File: src/hw/rtl/mlpq_pkg.sv
`default_nettype none

package mlpq_pkg;

    // request codes
    localparam logic OP_INSERT = 1'b0;
    localparam logic OP_REMOVE = 1'b1;

    // result status codes
    typedef enum logic [1:0] {
        ST_DONE      = 2'd0,
        ST_OVERFLOW  = 2'd1,
        ST_UNDERFLOW = 2'd2
    } t_status;

    // entry store access strobes
    typedef struct packed {
        logic wr_en;
        logic rd_en;
    } t_mem_ctl;

    // outcome of one request, carried to the result stage
    typedef struct packed {
        t_status status;
        logic    took;
    } t_resp;

endpackage

`default_nettype wire

File: src/hw/rtl/mlpq_store.sv
`default_nettype none

module mlpq_store #(
    parameter int DEPTH  = 24,
    parameter int ADDR_W = 5,
    parameter int DATA_W = 32
) (
    input  wire                 i_clk,
    input  mlpq_pkg::t_mem_ctl  i_ctl,
    input  wire  [ADDR_W-1:0]   i_addr,
    input  wire  [DATA_W-1:0]   i_wr_data,
    output logic [DATA_W-1:0]   o_rd_data
);

    logic [DATA_W-1:0] r_mem [DEPTH];
    logic [DATA_W-1:0] r_rd_data;

    // single port slot memory, registered read
    always_ff @(posedge i_clk) begin
        if (i_ctl.wr_en) begin
            r_mem[i_addr] <= i_wr_data;
        end
        if (i_ctl.rd_en) begin
            r_rd_data <= r_mem[i_addr];
        end
    end

    assign o_rd_data = r_rd_data;

endmodule

`default_nettype wire

File: src/hw/rtl/mlpq_ctrl.sv
`default_nettype none

module mlpq_ctrl #(
    parameter int LEVELS      = 3,
    parameter int LEVEL_DEPTH = 8,
    parameter int LVL_W       = 2,
    parameter int PTR_W       = 4,
    parameter int ADDR_W      = 5
) (
    input  wire                 i_clk,
    input  wire                 i_rst_n,
    input  wire                 i_fire,
    input  wire                 i_opcode,
    input  wire  [1:0]          i_priority_req,
    output mlpq_pkg::t_mem_ctl  o_mem_ctl,
    output logic [ADDR_W-1:0]   o_mem_addr,
    output mlpq_pkg::t_resp     o_resp,
    output logic [LVL_W-1:0]    o_level
);

    logic [PTR_W-1:0] r_head [LEVELS];
    logic [PTR_W-1:0] r_tail [LEVELS];
    logic [PTR_W-1:0] n_head [LEVELS];
    logic [PTR_W-1:0] n_tail [LEVELS];

    logic [LVL_W-1:0] prio_idx;
    logic             prio_ok;
    logic             lvl_full;
    logic             found;
    logic [LVL_W-1:0] pick;

    // insert target level and its fill check
    always_comb begin
        prio_idx = LVL_W'(i_priority_req);
        prio_ok  = (32'(i_priority_req) < LEVELS);
        lvl_full = prio_ok ? (r_tail[prio_idx] == PTR_W'(LEVEL_DEPTH)) : 1'b1;
    end

    // lowest numbered non-empty level
    always_comb begin
        found = 1'b0;
        pick  = '0;
        for (int l = LEVELS - 1; l >= 0; l--) begin
            if (r_head[l] != r_tail[l]) begin
                found = 1'b1;
                pick  = LVL_W'(l);
            end
        end
    end

    // decision, memory access and pointer updates
    always_comb begin
        o_mem_ctl   = '0;
        o_mem_addr  = '0;
        o_resp      = '{status: mlpq_pkg::ST_DONE, took: 1'b0};
        o_level     = '0;
        n_head      = r_head;
        n_tail      = r_tail;
        if (i_opcode == mlpq_pkg::OP_INSERT) begin
            if (lvl_full) begin
                o_resp.status = mlpq_pkg::ST_OVERFLOW;
            end else begin
                o_mem_ctl.wr_en = i_fire;
                o_mem_addr = ADDR_W'(prio_idx) * ADDR_W'(LEVEL_DEPTH)
                           + ADDR_W'(r_tail[prio_idx]);
                if (i_fire) begin
                    n_tail[prio_idx] = r_tail[prio_idx] + PTR_W'(1);
                end
            end
        end else begin
            if (!found) begin
                o_resp.status = mlpq_pkg::ST_UNDERFLOW;
            end else begin
                o_mem_ctl.rd_en = i_fire;
                o_mem_addr = ADDR_W'(pick) * ADDR_W'(LEVEL_DEPTH)
                           + ADDR_W'(r_head[pick]);
                o_resp.took = 1'b1;
                o_level     = pick;
                if (i_fire) begin
                    n_head[pick] = r_head[pick] + PTR_W'(1);
                end
            end
        end
    end

    // head and tail pointers, cleared at reset
    always_ff @(posedge i_clk) begin
        if (!i_rst_n) begin
            for (int l = 0; l < LEVELS; l++) begin
                r_head[l] <= '0;
                r_tail[l] <= '0;
            end
        end else begin
            r_head <= n_head;
            r_tail <= n_tail;
        end
    end

endmodule

`default_nettype wire

File: src/hw/rtl/multi_level_priority_queue.sv
`default_nettype none

// Multi-level priority queue: LEVELS linear FIFOs, level 0 served first.
// Request channel: drive i_opcode, i_priority_req and i_data_value with start
// high; the request is taken at a rising edge where start is high and busy is
// low. An insert appends i_data_value to its level or reports overflow once
// that level has taken LEVEL_DEPTH entries (slots are never reused) or when
// the level does not exist. A remove takes the head of the lowest non-empty
// level, or reports underflow. Result channel: o_done is high for exactly one
// cycle, the cycle after the request edge, with o_status, o_removed_value and
// o_served_level valid. One request can be taken every cycle: the slot memory
// is accessed at the request edge and its registered read data forms the
// result. The receiver cannot stall; results must be taken when o_done is
// high. busy is high during reset and low after; reset empties every level and
// drops any pending result. The slot memory itself is not cleared.
module multi_level_priority_queue #(
    parameter int LEVELS      = 3,
    parameter int LEVEL_DEPTH = 8
) (
    input  wire         i_clk,
    input  wire         i_rst_n,
    input  wire         start,
    output logic        busy,
    input  wire         i_opcode,
    input  wire  [1:0]  i_priority_req,
    input  wire  [31:0] i_data_value,
    output logic        o_done,
    output logic [1:0]  o_status,
    output logic [31:0] o_removed_value,
    output logic [1:0]  o_served_level
);

    localparam int LVL_W  = $clog2(LEVELS);
    localparam int PTR_W  = $clog2(LEVEL_DEPTH + 1);
    localparam int DEPTH  = LEVELS * LEVEL_DEPTH;
    localparam int ADDR_W = $clog2(DEPTH);

    logic               r_ready;
    logic               r_done;
    mlpq_pkg::t_resp    r_resp;
    logic [LVL_W-1:0]   r_level;

    logic               fire;
    mlpq_pkg::t_mem_ctl mem_ctl;
    logic [ADDR_W-1:0]  mem_addr;
    logic [31:0]        rd_data;
    mlpq_pkg::t_resp    resp;
    logic [LVL_W-1:0]   level;

    assign busy = !r_ready;
    assign fire = start && r_ready;

    mlpq_ctrl #(
        .LEVELS      (LEVELS),
        .LEVEL_DEPTH (LEVEL_DEPTH),
        .LVL_W       (LVL_W),
        .PTR_W       (PTR_W),
        .ADDR_W      (ADDR_W)
    ) u_ctrl (
        .i_clk          (i_clk),
        .i_rst_n        (i_rst_n),
        .i_fire         (fire),
        .i_opcode       (i_opcode),
        .i_priority_req (i_priority_req),
        .o_mem_ctl      (mem_ctl),
        .o_mem_addr     (mem_addr),
        .o_resp         (resp),
        .o_level        (level)
    );

    mlpq_store #(
        .DEPTH  (DEPTH),
        .ADDR_W (ADDR_W),
        .DATA_W (32)
    ) u_store (
        .i_clk     (i_clk),
        .i_ctl     (mem_ctl),
        .i_addr    (mem_addr),
        .i_wr_data (i_data_value),
        .o_rd_data (rd_data)
    );

    // ready after reset, result strobe in the cycle after each request
    always_ff @(posedge i_clk) begin
        if (!i_rst_n) begin
            r_ready <= 1'b0;
            r_done  <= 1'b0;
        end else begin
            r_ready <= 1'b1;
            r_done  <= fire;
        end
    end

    // result info held beside the memory read
    always_ff @(posedge i_clk) begin
        if (fire) begin
            r_resp  <= resp;
            r_level <= level;
        end
    end

    // result ports, zero value and level unless a remove succeeded
    assign o_done          = r_done;
    assign o_status        = r_resp.status;
    assign o_removed_value = r_resp.took ? rd_data : 32'd0;
    assign o_served_level  = r_resp.took ? 2'(r_level) : 2'd0;

endmodule

`default_nettype wire

File: config.mk
export PLATFORM = sky130hd
export DESIGN_NAME = multi_level_priority_queue
export DESIGN_NICKNAME = d
export VERILOG_FILES = /design/src/hw/rtl/mlpq_pkg.sv /design/src/hw/rtl/mlpq_store.sv /design/src/hw/rtl/mlpq_ctrl.sv /design/src/hw/rtl/multi_level_priority_queue.sv
export SDC_FILE = /design/constraint.sdc
export NUM_CORES = 1
export LEC_CHECK = 0
export BUFFER_PORTS_ARGS = -buffer_cell sky130_fd_sc_hd__buf_2
export CORE_ASPECT_RATIO = 1.5
export CORE_UTILIZATION = 35
export CTS_CLUSTER_SIZE = 40
export DETAILED_ROUTE_END_ITERATION = 10
export SLEW_MARGIN = 20
export SYNTH_ARGS = -nofsm -noshare
export SYNTH_HDL_FRONTEND = slang
export SYNTH_SLANG_ARGS = --single-unit
File: constraint.sdc
create_clock -name i_clk -period 9.4 [get_ports i_clk]
set_input_delay 0.47 -clock i_clk [delete_from_list [all_inputs] [get_ports i_clk]]
set_output_delay 0.47 -clock i_clk [all_outputs]
set_load 0.03 [all_outputs]
==> flow_summary.json <==
{
  "status": "finished clean",
  "synth-edff-count": 805,
  "cp.required_ns": 9.68,
  "whs_path_depth": 2,
  "core_area_um2": 92060,
  "via_per_inst": 5.316,
  "final_nets": 2386,
  "period_share_pct": 58.40,
  "antennaDiodeCount": 0,
  "cts_buffers": 73,
  "drv_cap": 0,
  "postSynthCellCount": 2293,
  "cts.sinks": 831,
  "cp-start-kind": "flip-flop",
  "hold_ws_ns": 0.1137,
  "rsz0062_at_grt": "no",
  "async_reset_ff_share_pct": 0,
  "firstDrtPassIters": 5,
  "yosysWarnings": 0,
  "min_from": "start",
  "grt_pass1_vias": 19550,
  "stdcell_count": 3638,
  "antenna_found_initial": 0,
  "min_path_type": "in2reg",
  "cts_resized": 0,
  "crit_arrival_ns": 5.77,
  "critPathKind": "reg2reg",
  "syn-num-nets": 2336,
  "fin_util_pct": 40.27,
  "p_leak_nw": 12.39,
  "synth-seq-cells": 831,
  "r2r-start": "u_ctrl.r_tail[8]",
  "yosysSeqAreaShare_pct": 75.54,
  "gp_congestion": 0.8242,
  "num_io_pins": 76,
  "cts_tree": "built",
  "drc": 0,
  "htreeDepth": 3,
  "max-slew-margin-rel_pct": 23.12,
  "total_power_mw": 7.219,
  "clock-root-buffer": "clkbuf_16",
  "clk_latency_ns": 0.63,
  "post-dp-hpwl_um": 48690,
  "die-area_um2": 94650,
  "grt_start_max_net_pins": 195,
  "detail_route.wl_per_cell_um": 22.91,
  "grt_first_pass_wirelength_um": 124000,
  "drive_above_1_share_pct": 10.48,
  "fin_crit_ns": 5.489,
  "drt_iter0_drc": 1774,
  "cts_buffer_depth": 3,
  "min_to": "o_done",
  "setup_violations": 0,
  "reg2reg_to": "u_store.r_mem[3][11]",
  "syn_avg_cell_area_um2": 14.26,
  "synth_top_area_share_pct": 73.95,
  "mostFrequentLayoutCell": "edfxtp_1",
  "ant_nets": 0,
  "fill_cells": 8360,
  "slew_violations": 0,
  "finClkSkew_ns": 0.02639,
  "grt_usage_pct": 17.49,
  "fp.dieW_um": 251.5,
  "cts_setup_buffers": 0,
  "setup_tns_ns": 0,
  "yosysTopAreaCell": "edfxtp_1",
  "ir_worst_vdd_mv": 0.1100,
  "ys_types": 49,
  "cts.clk_slew.worst_paths_ns": 0.07,
  "finalHoldViolCount": 0,
  "r2r_slack_ns": 3.91,
  "port_buffers": 75,
  "initial_utilization_pct": 35.51,
  "overflow": 0,
  "syn_area_um2": 32690,
  "rows": 136,
  "die_y_um": 376.3,
  "cp-end-kind": "flip-flop",
  "rr_worst_depth": 8,
  "cp_max_fo": 72,
  "synth_area_leaders": "edfxtp_1, nand2_1, a21oi_1",
  "final_cell_mix": "edfxtp_1, nand2_1, a21oi_1, nand3_1, mux2i_1",
  "tightest_slew_ns": 1.150,
  "wl_um": 83360,
  "max_freq_mhz": 182.2,
  "area_growth_pct": 13.39,
  "place_inst": 3505,
  "synth_flop_cell": "edfxtp_1",
  "power.density_nw_per_um2": 194.8,
  "dr_total_vias": 19340
}
[cells in the mapped netlist (4+ instances only)]
cell type    n
a31oi_1      4
buf_2       69
dfxtp_1     26
nand2_1    446
a22oi_1     86
and2_1      38
ha_1         5
nor4_1      23
xnor2_1     10
mux2i_1    107
clkbuf_1    51
nor2_1      61
nand3b_1    11
a21oi_1    215
a211oi_1     8
buf_1       15
buf_4        5
edfxtp_1   805
a2bb2oi_1   20
buf_6        4
inv_1        6
nand3_1    148
a22o_1      22
xor2_1      13
o22ai_1     45
nand4_1     14
[metal layers]
| layer | share of wire (%) | GRT usage [%] | routed length (um) | vias to the layer above |
|---|---|---|---|---|
| met3 | 4.1 | 2.348 | 3412 | 148 |
| met4 | 3.4 | 7.006 | 2823 | 0 |
| met2 | 54 | 32.01 | 44620 | 574 |
| met1 | 39 | 20.49 | 32500 | 9875 |
| li1 | - | - | - | 8744 |
| met5 | 0 | 0 | 0 | - |
[metrics by stage]
| step | area [um^2] | setup slack (ns) |
|---|---|---|
| 2_1_floorplan | 32690 | 4.500 |
| 3_3_place_gp | 34440 | 3.573 |
| 3_5_place_dp | 34660 | 3.587 |
| 4_1_cts | 36970 | 3.897 |
| 5_1_grt | 37070 | 3.639 |
| 6_report | 37070 | 3.911 |
[state kept, by name (all words and copies together), names as in the netlist]
register           cells
o_done                 1
o_status               2
r_level                2
r_ready                1
r_resp                 1
u_ctrl.r_head         12
u_ctrl.r_tail         12
u_store.o_rd_data     32
u_store.r_mem        768
[worst max-delay path: stages (launching register included)]
cell     delay (ns)
dfxtp_1        0.43
xor2_1         0.18
or4_1          0.75
nor4_1         0.75
a211o_4        0.49
buf_4          0.78
nand2_1        0.64
nor2_4         0.66
buf_4          0.41
[where the power goes]
group | switching, mW | internal (mW) | total [mW]
Sequential | 0.00349 | 4.07 | 4.07
Combinational | 0.149 | 0.0442 | 0.194
Clock | 1.30 | 1.65 | 2.95
[layout make-up]
cell class | instances | area [um^2] | share of cell area, %
inverter | 6 | 22.52 | 0.06076
multi-input combinational | 1312 | 7548 | 20.36
tap | 1242 | 1554 | 4.192
timing repair buffer | 119 | 948.4 | 2.559
sequential | 831 | 24690 | 66.62
clock inverter | 32 | 281.5 | 0.7595
clock buffer | 96 | 2019 | 5.448
[cells by family after synthesis]
logic type                 count (synthesis)  synth area share [%]
buffers and inverters                    150                 2.136
adders and majority gates                  5                0.1914
DFF                                      831                 75.54
xor gates and xnor gates                  23                0.6162
and+or+nand+nor                          758                 10.23
muxes                                    107                 3.276
AOI/OAI and AO/OA                        419                 8.007
[what timing repair did]
action                                  4_1_cts  5_1_grt
hold buffers                                  1        0
endpoints found under the setup margin        0        0
endpoints found under the hold margin         1        0
[how the worst max path moves through the flow]
stage	startpoint	end	slack, ns
finish	u_ctrl.r_tail[8]	u_store.r_mem[3][11]	3.91
global placement	i_priority_req[0]	u_store.r_mem[7][2]	3.57
global route	u_ctrl.r_tail[8]	u_store.r_mem[3][11]	3.64
CTS	u_ctrl.r_tail[8]	u_store.r_mem[3][11]	3.90
detailed placement	i_priority_req[0]	u_store.r_mem[3][10]	3.59
floorplan	u_ctrl.r_head[9]	u_store.r_mem[12][0]	4.50
(Power assumes the default switching activity.)
